--- src/sqd_pkg.sv ---
// Shared types, constants and helpers for the shortest-queue dispatcher.
// Used by sqd_alu and shortest_queue_dispatch_serve; no dependencies.
`timescale 1ns / 1ps

package sqd_pkg;

  localparam int DEF_QUEUE_DEPTH = 16;
  localparam int DEF_NUM_QUEUES  = 3;
  localparam logic [7:0] QUANTUM_RESET = 8'd3;

  localparam int ALU_W = 8;
  localparam int ID_W  = 16;
  localparam int WORK_W = 8;

  localparam logic FUNC_ARRIVE = 1'b0;
  localparam logic FUNC_SERVE  = 1'b1;

  // Result of the shared compare/subtract unit.
  typedef struct packed {
    logic             lt;
    logic             eq;
    logic [ALU_W-1:0] diff;
  } alu_res_t;

  // tie % n by repeated compare-subtract on a 3-bit value (n >= 2).
  function automatic logic [2:0] tie_mod(input logic [2:0] tie, input int n);
    logic [2:0] r;
    r = tie;
    for (int i = 0; i < 7; i++) begin
      if (int'(r) >= n) begin
        r = r - 3'(n);
      end
    end
    return r;
  endfunction

endpackage

--- src/shortest_queue_dispatch_serve.sv ---
// Join-shortest-queue dispatcher with quantum service, top level.
// Depends on sqd_pkg and sqd_alu.
`timescale 1ns / 1ps

// Keeps NUM_QUEUES circular job FIFOs of QUEUE_DEPTH entries each, held in one
// shared job memory (id + remaining work). An arrive (func 0) places the job in
// the least-occupied queue (lowest index on ties, tie_pick mod NUM_QUEUES when
// all counts match) and returns one result; when every queue is full the job is
// dropped and a result with rejected set reports queue 0. A serve tick (func 1)
// removes service_quantum work from every queue head in index order, popping a
// head whose work is at or below the quantum, and returns one result per queue,
// last set on the final one. After the input transfer, an arrive scans the
// queue occupancies, then reads and executes on the chosen queue; a serve
// tick reads and then executes each queue in turn, and an execute step waits
// while the result side stalls. The scan and the serve pass visit one queue
// at a time through the single compare/subtract unit, and the job memory has
// one read port with registered read data (read step, then execute step, per
// queue). A finished result sits in the output register, so the next input
// transfer can be taken while it waits. The quantum register may be written
// only while the block is idle; it resets to 3.

module shortest_queue_dispatch_serve import sqd_pkg::*; #(
  parameter int QUEUE_DEPTH = DEF_QUEUE_DEPTH,
  parameter int NUM_QUEUES  = DEF_NUM_QUEUES
) (
  input  logic              clk_i,
  input  logic              rst_ni,
  // configuration
  input  logic              cfg_we_i,
  input  logic [7:0]        cfg_data_i,
  // input channel
  input  logic              in_valid_i,
  output logic              in_stall_o,
  input  logic              func_i,
  input  logic [ID_W-1:0]   job_id_i,
  input  logic [WORK_W-1:0] work_units_i,
  input  logic [2:0]        tie_pick_i,
  // result channel
  output logic              out_valid_o,
  input  logic              out_stall_i,
  output logic [2:0]        queue_index_o,
  output logic              rejected_o,
  output logic [ID_W-1:0]   head_id_o,
  output logic [WORK_W-1:0] head_work_o,
  output logic [4:0]        occupancy_o,
  output logic              last_o
);

  localparam int QW      = $clog2(NUM_QUEUES);
  localparam int PTR_W   = $clog2(QUEUE_DEPTH);
  localparam int CNT_W   = $clog2(QUEUE_DEPTH + 1);
  localparam int SLOTS   = NUM_QUEUES * QUEUE_DEPTH;
  localparam int ADDR_W  = $clog2(SLOTS);
  localparam int ENTRY_W = ID_W + WORK_W;

  typedef enum logic [3:0] {
    ST_IDLE = 4'b0001,
    ST_SCAN = 4'b0010,
    ST_READ = 4'b0100,
    ST_EXEC = 4'b1000
  } state_e;

  state_e state_q, state_d;

  // config
  logic [7:0] quantum_q;

  // latched input item
  logic              func_q;
  logic [ID_W-1:0]   job_id_q;
  logic [WORK_W-1:0] work_q;
  logic [2:0]        tie_q;

  // queue bookkeeping
  logic [PTR_W-1:0] head_q  [NUM_QUEUES];
  logic [PTR_W-1:0] tail_q  [NUM_QUEUES];
  logic [CNT_W-1:0] count_q [NUM_QUEUES];

  // sequencer state
  logic [QW-1:0]    cur_q, cur_d;
  logic [QW-1:0]    best_q, best_d;
  logic [CNT_W-1:0] best_cnt_q, best_cnt_d;
  logic             full_q, full_d;
  logic             eq_q, eq_d;
  logic             fwd_q, fwd_d;

  // job memory
  logic [ENTRY_W-1:0] mem_q [SLOTS];
  logic [ENTRY_W-1:0] rd_data_q;
  logic               mem_we, mem_re;
  logic [ADDR_W-1:0]  head_addr, tail_addr, mem_waddr;
  logic [ENTRY_W-1:0] mem_wdata;

  // output register
  logic              out_valid_q, out_valid_d;
  logic [2:0]        qidx_q, qidx_d;
  logic              rej_q, rej_d;
  logic [ID_W-1:0]   hid_q, hid_d;
  logic [WORK_W-1:0] hwork_q, hwork_d;
  logic [4:0]        occ_q, occ_d;
  logic              last_q, last_d;
  logic              out_load;

  // shared unit
  logic [ALU_W-1:0] alu_a, alu_b;
  alu_res_t         alu_res;

  // current queue view
  logic [CNT_W-1:0]  cnt_cur;
  logic [ID_W-1:0]   rd_id;
  logic [WORK_W-1:0] rd_work;
  logic              in_xfer, can_emit, last_queue;
  logic              head_inc, tail_inc, cnt_inc, cnt_dec;

  sqd_alu u_alu (
    .a_i   (alu_a),
    .b_i   (alu_b),
    .res_o (alu_res)
  );

  function automatic logic [PTR_W-1:0] ptr_next(input logic [PTR_W-1:0] p);
    return (p == PTR_W'(QUEUE_DEPTH - 1)) ? '0 : p + PTR_W'(1);
  endfunction

  assign in_stall_o = (state_q != ST_IDLE);
  assign in_xfer    = in_valid_i && !in_stall_o;
  assign can_emit   = !out_valid_q || !out_stall_i;
  assign cnt_cur    = count_q[cur_q];
  assign last_queue = (cur_q == QW'(NUM_QUEUES - 1));
  assign rd_id      = rd_data_q[ENTRY_W-1:WORK_W];
  assign rd_work    = rd_data_q[WORK_W-1:0];

  // slot = queue * depth + pointer
  assign head_addr = ADDR_W'(cur_q) * ADDR_W'(QUEUE_DEPTH) + ADDR_W'(head_q[cur_q]);
  assign tail_addr = ADDR_W'(cur_q) * ADDR_W'(QUEUE_DEPTH) + ADDR_W'(tail_q[cur_q]);

  // shared unit: occupancy compare during scan, work vs quantum on serve
  always_comb begin
    if (state_q == ST_SCAN) begin
      alu_a = ALU_W'(cnt_cur);
      alu_b = ALU_W'(best_cnt_q);
    end else begin
      alu_a = ALU_W'(rd_work);
      alu_b = ALU_W'(quantum_q);
    end
  end

  always_comb begin
    state_d     = state_q;
    cur_d       = cur_q;
    best_d      = best_q;
    best_cnt_d  = best_cnt_q;
    full_d      = full_q;
    eq_d        = eq_q;
    fwd_d       = fwd_q;
    mem_we      = 1'b0;
    mem_re      = 1'b0;
    mem_waddr   = head_addr;
    mem_wdata   = {job_id_q, work_q};
    head_inc    = 1'b0;
    tail_inc    = 1'b0;
    cnt_inc     = 1'b0;
    cnt_dec     = 1'b0;
    out_load    = 1'b0;
    qidx_d      = 3'(cur_q);
    rej_d       = 1'b0;
    hid_d       = '0;
    hwork_d     = '0;
    occ_d       = 5'(cnt_cur);
    last_d      = 1'b1;

    unique case (state_q)
      ST_IDLE: begin
        if (in_xfer) begin
          best_d     = '0;
          best_cnt_d = count_q[0];
          full_d     = (count_q[0] == CNT_W'(QUEUE_DEPTH));
          eq_d       = 1'b1;
          if (func_i == FUNC_SERVE) begin
            cur_d   = '0;
            state_d = ST_READ;
          end else begin
            cur_d   = QW'(1);
            state_d = ST_SCAN;
          end
        end
      end
      ST_SCAN: begin
        full_d = full_q && (cnt_cur == CNT_W'(QUEUE_DEPTH));
        eq_d   = eq_q && (cnt_cur == count_q[0]);
        if (alu_res.lt) begin
          best_d     = cur_q;
          best_cnt_d = cnt_cur;
        end
        if (last_queue) begin
          if (full_d) begin
            cur_d = '0;
          end else if (eq_d) begin
            cur_d = QW'(tie_mod(tie_q, NUM_QUEUES));
          end else begin
            cur_d = best_d;
          end
          state_d = ST_READ;
        end else begin
          cur_d = cur_q + QW'(1);
        end
      end
      ST_READ: begin
        mem_re = 1'b1;
        fwd_d  = 1'b0;
        if (func_q == FUNC_ARRIVE && !full_q) begin
          // push; an empty queue's head is the job being written now
          mem_we    = 1'b1;
          mem_waddr = tail_addr;
          tail_inc  = 1'b1;
          cnt_inc   = 1'b1;
          fwd_d     = (cnt_cur == '0);
        end
        state_d = ST_EXEC;
      end
      ST_EXEC: begin
        if (can_emit) begin
          out_load = 1'b1;
          if (func_q == FUNC_ARRIVE) begin
            rej_d   = full_q;
            hid_d   = fwd_q ? job_id_q : rd_id;
            hwork_d = fwd_q ? work_q : rd_work;
            state_d = ST_IDLE;
          end else begin
            last_d = last_queue;
            if (cnt_cur != '0) begin
              if (alu_res.lt || alu_res.eq) begin
                head_inc = 1'b1;
                cnt_dec  = 1'b1;
                occ_d    = 5'(cnt_cur - CNT_W'(1));
              end else begin
                mem_we    = 1'b1;
                mem_wdata = {rd_id, alu_res.diff};
                hid_d     = rd_id;
                hwork_d   = alu_res.diff;
              end
            end
            if (last_queue) begin
              state_d = ST_IDLE;
            end else begin
              cur_d   = cur_q + QW'(1);
              state_d = ST_READ;
            end
          end
        end
      end
      default: state_d = ST_IDLE;
    endcase
  end

  always_comb begin
    out_valid_d = out_valid_q;
    if (out_load) begin
      out_valid_d = 1'b1;
    end else if (out_valid_q && !out_stall_i) begin
      out_valid_d = 1'b0;
    end
  end

  always_ff @(posedge clk_i or negedge rst_ni) begin
    if (!rst_ni) begin
      state_q     <= ST_IDLE;
      quantum_q   <= QUANTUM_RESET;
      out_valid_q <= 1'b0;
      cur_q       <= '0;
      best_q      <= '0;
      best_cnt_q  <= '0;
      full_q      <= 1'b0;
      eq_q        <= 1'b0;
      fwd_q       <= 1'b0;
      for (int i = 0; i < NUM_QUEUES; i++) begin
        head_q[i]  <= '0;
        tail_q[i]  <= '0;
        count_q[i] <= '0;
      end
    end else begin
      state_q     <= state_d;
      out_valid_q <= out_valid_d;
      cur_q       <= cur_d;
      best_q      <= best_d;
      best_cnt_q  <= best_cnt_d;
      full_q      <= full_d;
      eq_q        <= eq_d;
      fwd_q       <= fwd_d;
      if (cfg_we_i) begin
        quantum_q <= cfg_data_i;
      end
      if (head_inc) begin
        head_q[cur_q] <= ptr_next(head_q[cur_q]);
      end
      if (tail_inc) begin
        tail_q[cur_q] <= ptr_next(tail_q[cur_q]);
      end
      if (cnt_inc) begin
        count_q[cur_q] <= cnt_cur + CNT_W'(1);
      end else if (cnt_dec) begin
        count_q[cur_q] <= cnt_cur - CNT_W'(1);
      end
    end
  end

  // payload registers
  always_ff @(posedge clk_i) begin
    if (in_xfer) begin
      func_q   <= func_i;
      job_id_q <= job_id_i;
      work_q   <= work_units_i;
      tie_q    <= tie_pick_i;
    end
    if (out_load) begin
      qidx_q  <= qidx_d;
      rej_q   <= rej_d;
      hid_q   <= hid_d;
      hwork_q <= hwork_d;
      occ_q   <= occ_d;
      last_q  <= last_d;
    end
  end

  // job memory: one write, one registered read per cycle
  always_ff @(posedge clk_i) begin
    if (mem_we) begin
      mem_q[mem_waddr] <= mem_wdata;
    end
    if (mem_re) begin
      rd_data_q <= mem_q[head_addr];
    end
  end

  assign out_valid_o   = out_valid_q;
  assign queue_index_o = qidx_q;
  assign rejected_o    = rej_q;
  assign head_id_o     = hid_q;
  assign head_work_o   = hwork_q;
  assign occupancy_o   = occ_q;
  assign last_o        = last_q;

  // ---- assertions ----

  // a taken input always starts a sequence
  a_busy_after_xfer: assert property (@(posedge clk_i) disable iff (!rst_ni)
    in_xfer |=> state_q != ST_IDLE)
    else $error("block idle right after an input transfer");

  // a rejected result reports a full queue 0
  a_reject_full: assert property (@(posedge clk_i) disable iff (!rst_ni)
    (out_valid_o && rejected_o) |-> (occupancy_o == 5'(QUEUE_DEPTH) && queue_index_o == '0))
    else $error("rejected result without full queue 0");

  // the current queue never overflows
  a_count_bound: assert property (@(posedge clk_i) disable iff (!rst_ni)
    cnt_cur <= CNT_W'(QUEUE_DEPTH))
    else $error("queue count exceeds depth");

  // pointers and count agree for every queue
  for (genvar g = 0; g < NUM_QUEUES; g++) begin : g_ptr_chk
    a_ptr_count: assert property (@(posedge clk_i) disable iff (!rst_ni)
      ((tail_q[g] >= head_q[g]) ? (CNT_W'(tail_q[g]) - CNT_W'(head_q[g]))
                                : (CNT_W'(tail_q[g]) + CNT_W'(QUEUE_DEPTH)
                                   - CNT_W'(head_q[g])))
      == ((count_q[g] == CNT_W'(QUEUE_DEPTH)) ? '0 : count_q[g]))
      else $error("head/tail pointers disagree with count");
  end

endmodule

--- src/sqd_alu.sv ---
// Shared compare/subtract unit of the dispatcher.
// Depends on sqd_pkg (alu_res_t, ALU_W).
`timescale 1ns / 1ps

module sqd_alu import sqd_pkg::*; (
  input  logic [ALU_W-1:0] a_i,
  input  logic [ALU_W-1:0] b_i,
  output alu_res_t         res_o
);

  always_comb begin
    res_o.lt   = (a_i < b_i);
    res_o.eq   = (a_i == b_i);
    res_o.diff = a_i - b_i;
  end

endmodule

--- config.mk ---
export PLATFORM = sky130hd
export DESIGN_NAME = shortest_queue_dispatch_serve
export DESIGN_NICKNAME = d
export VERILOG_FILES = /design/src/sqd_pkg.sv /design/src/shortest_queue_dispatch_serve.sv /design/src/sqd_alu.sv
export SDC_FILE = /design/constraint.sdc
export NUM_CORES = 2
export LEC_CHECK = 0
export BUFFER_PORTS_ARGS = -buffer_cell sky130_fd_sc_hd__buf_2
export CAP_MARGIN = 5
export CORE_ASPECT_RATIO = 1.1
export CORE_UTILIZATION = 60
export CTS_BUF_LIST = sky130_fd_sc_hd__clkbuf_2 sky130_fd_sc_hd__clkbuf_4 sky130_fd_sc_hd__clkbuf_8
export CTS_CLUSTER_DIAMETER = 200
export DETAILED_ROUTE_END_ITERATION = 8
export HOLD_SLACK_MARGIN = 0.08
export PLACE_DENSITY_LB_ADDON = 0.05
export SETUP_SLACK_MARGIN = 0.1
export SLEW_MARGIN = 0
export SYNTH_ARGS = -nofsm -noshare
export SYNTH_HDL_FRONTEND = slang
export SYNTH_SLANG_ARGS = --single-unit
--- constraint.sdc ---
create_clock -name clk_i -period 14.4 [get_ports clk_i]
set_input_delay 3.6 -clock clk_i [delete_from_list [all_inputs] [get_ports clk_i]]
set_output_delay 3.6 -clock clk_i [all_outputs]
set_load 0.02 [all_outputs]
==> Implementation_results.wiki <==
{| class="wikitable"
! Metric !! Value
|-
| RSZ-0062 raised after global routing || false
|-
| Number of vias after detailed routing || 33573
|-
| I/O pins || 77
|-
| Overall power || approximately 9.9 mW
|-
| Vias in the first global route || 32572
|-
| Initial core utilization || between 60% and 70%
|-
| Async set-or-reset flop fraction in the synthesized netlist || 4.92%
|-
| Share of layout cells above drive strength 1 || 15.3%
|-
| Total count of hold-check failures in the final report || 0
|-
| Total global routing track utilization || between 30% and 40%
|-
| Buffer and inverter count on the worst path || 2
|-
| # hold bufs at CTS || 0
|-
| Critical path data required time || 15170 ps
|-
| Insertion delay of the later-clocked pin in the worst-skew pair || 900 ps
|-
| Leading cell type in the layout, fill and taps excluded || edfxtp_1
|-
| Crit. End Element || flop
|-
| Die Ht || 316 um
|-
| Area growth, synth to finish || 10.2%
|-
| Multiplexer fraction of the synthesized cell area || 2.16%
|-
| Startpoint type of the worst setup path || flop
|-
| Number of rows in the core area || between 100 and 150
|-
| Crit path time final || approximately 8500 ps
|-
| Global placement routability congestion || 0.910
|-
| Syn_area_per_cell || 13.9 um2
|-
| Core region area || 88300 um2
|-
| Final cell utilization of the core || 67.1%
|-
| Clock tree from TritonCTS || built
|-
| Worst min-delay path class || reg2reg
|-
| Clock-pin slew on the worst setup and hold paths || 60 ps
|-
| Ys Warns || 0
|-
| Clock H-tree levels || 4
|-
| Detailed Routing Iterations Pass 1 || 5
|-
| Net count reported at finish || 4037
|-
| Adder and majority cell fraction of the synthesized area || 0.689%
|-
| Synthesis-stage register bit count || approximately 1300
|-
| Post-detailed-placement half-perimeter wirelength || just over 80 mm
|-
| Largest buffer count on any clock path || 3
|-
| Resized cells post-CTS || 0
|-
| Sum of overflow across all layers after global routing || 0
|-
| Worst path most repeated cell || ha_1
|-
| Post-placement worst setup slack || 6000 ps
|-
| Slowest library cell on the worst path || edfxtp_1
|-
| Global-route wire length before repair || 204 mm
|-
| Proportion of synthesized chip area in sequential cells || 72.1%
|-
| XOR/XNOR Fraction of Synth Area || 0.228%
|-
| Horizontal die dimension || ~290 um
|-
| Routed len/inst || 26.4 um
|-
| Final Non-Filler Cells || approximately 5300
|-
| Yosys cell types || 88
|-
| Cell Count Post-Placement || around 4900
|-
| Full die area || 90700 um2
|-
| Pin count of the biggest net entering global routing || 195
|-
| Worst Tran Pin Value || between 1000 and 1500 ps
|-
| Worst setup slack after layout || 5900 ps
|-
| Synth Cell Area || around 54000 um2
|-
| Arrival time reported for the critical path endpoint || about 9300 ps
|-
| Summed area of non-filler cells in the final layout || between 50000 and 60000 um2
|-
| Number of standard cells after synthesis || a little under 4000
|-
| Number of flops mapped to enable cells by yosys || 1237
|-
| Total count of max-transition violations in the final report || 0
|-
| Outcome || finished clean
|-
| Final routed DRC violation total || 0
|-
| Most used flip-flop cell after synthesis || edfxtp_1
|-
| Main combinational cell family by area after synthesis || compound AO/OA/AOI/OAI gates
|-
| Commonest cells after routing, fill and taps aside || 1237 x edfxtp_1, 734 x nand2_1, 289 x a211oi_1
|-
| Final setup violation count || 0
|-
| Number of nets in the synthesized netlist || roughly 3900
|-
| Clock tree root buffer cell || clkbuf_8
|-
| Category of cells accounting for the largest share of critical-path delay || adder cells
|-
| Synthesized-area fraction occupied by and/or/nand/nor cells || 10.1%
|-
| Clock net sink count || 1301
|-
| Share of the clock period used by the worst path after layout || 59.0%
|-
| Top achievable clock speed || between 100 and 150 MHz
|-
| Peak VDD IR || 299 uV
|-
| Critical path fanouts, max || 12
|-
| Power density of the placed cells || 167 nW/um2
|-
| Number of antenna violations at the first check in global routing || 6
|-
| Cell area after placement || 55500 um2
|-
| Port buffer count || 75
|-
| Largest stage delay on the critical path || 540 ps
|-
| Count of buffers added by post-CTS timing repair for setup || 0
|-
| Via density || 6.36
|-
| Crit Path Class || reg2reg
|-
| Number of buffers created by CTS || 198
|-
| Complex-gate fraction of the synthesized area || 12.4%
|-
| Headroom to the max-slew limit || between 10% and 20%
|-
| Static leakage || 19.3 nW
|-
| Antenna-violating nets left || 0
|-
| # Max-Cap Violations || 0
|-
| Final worst clock skew || 53.9 ps
|-
| Worst hold margin || around 480 ps
|-
| Setup_tns || 0 ps
|-
| Iteration-0 DRC Markers || 3602
|-
| Final Routed Wirelength || 139 mm
|}
final cells by class:
cell class / instances / area, um2
Inverter: 25 / 103
Antenna cell: 4 / 10.0
Tap cell: 1160 / 1450
Timing Repair Buffer: 172 / 1170
Multi-Input combinational cell: 2269 / 14000
Clock inverter: 90 / 509
Clock buffer: 260 / 3220
Sequential cell: 1301 / 38800
Fill cell: 6202 / 29100
cell usage after synthesis (28+ instances only):
| cell | number | area (um2) |
|---|---|---|
| o21ai_0 | 76 | 380 |
| buf_1 | 29 | 109 |
| nor2_1 | 100 | 375 |
| a211oi_1 | 289 | 2170 |
| mux2_2 | 29 | 327 |
| a311oi_1 | 168 | 1470 |
| buf_2 | 57 | 285 |
| nand2_1 | 751 | 2820 |
| a31oi_1 | 124 | 776 |
| and2_1 | 272 | 1700 |
| edfxtp_1 | 1237 | 37100 |
| mux2i_1 | 28 | 280 |
| dfrtp_1 | 61 | 1530 |
| clkbuf_1 | 176 | 661 |
| ha_1 | 28 | 350 |
| a21oi_1 | 156 | 781 |
path summary, 6_finish.rpt:
path / from / endpoint / slack (ps) / depth (start not counted)
setup reg to reg: tie_q[0] / cur_q[0] / 5900 / 37
setup / recovery: tie_q[0] / cur_q[0] / 5900 / 37
min in group asynchronous: rst_ni / quantum_q[4] / 2910 / 2
hold / removal: best_cnt_q[2] / best_cnt_q[2] / 480 / 2
max in group asynchronous: rst_ni / cur_q[1] / 10870 / 2
hold reg to reg: best_cnt_q[2] / best_cnt_q[2] / 480 / 2
per-layer routing:
layer / vias to the layer above / track usage (%) / share of wire (%)
li1: 15013 / - / -
met1: 16755 / 40.0 / 38
met2: 1521 / 51.2 / 50
met3: 284 / 5.27 / 7.9
met4: 0 / 14.8 / 4.5
met5: - / 0 / 0
worst min-delay path, stage by stage, from the launching register on:
cell and delay [ps]:
dfrtp_1 340, nand2_1 40, o21ai_0 60
cell families (layout without fill, tap and decap cells):
family / Yosys count / count (layout)
muxes: 82 / 82
adders and majority gates: 29 / 29
xor gates and xnor gates: 14 / 14
and+or+nand+nor: 1204 / 1204
other: 1 / 5
DFF: 1301 / 1301
AOI/OAI and AO/OA: 939 / 939
buffers and inverters: 294 / 547
flip-flops by register name, summed over array words and instances, names as in the netlist, 2 cells and up, named ones only:
name           count
quantum_q          8
mem_q           1152
best_cnt_q         5
head_work_o        8
head_q            12
occupancy_o        5
queue_index_o      2
count_q           12
state_q            4
head_id_o         16
tail_q            12
job_id_q          16
cur_q              2
work_q             8
best_q             2
tie_q              3
rd_data_q         24
power breakdown:
part           switching [mW]  total, mW  internal, mW
Clock                    1.37       2.89          1.52
Sequential             0.0645       4.54          4.48
Combinational            1.66       2.47         0.807
Note: power is estimated with default switching activity, not from simulation.
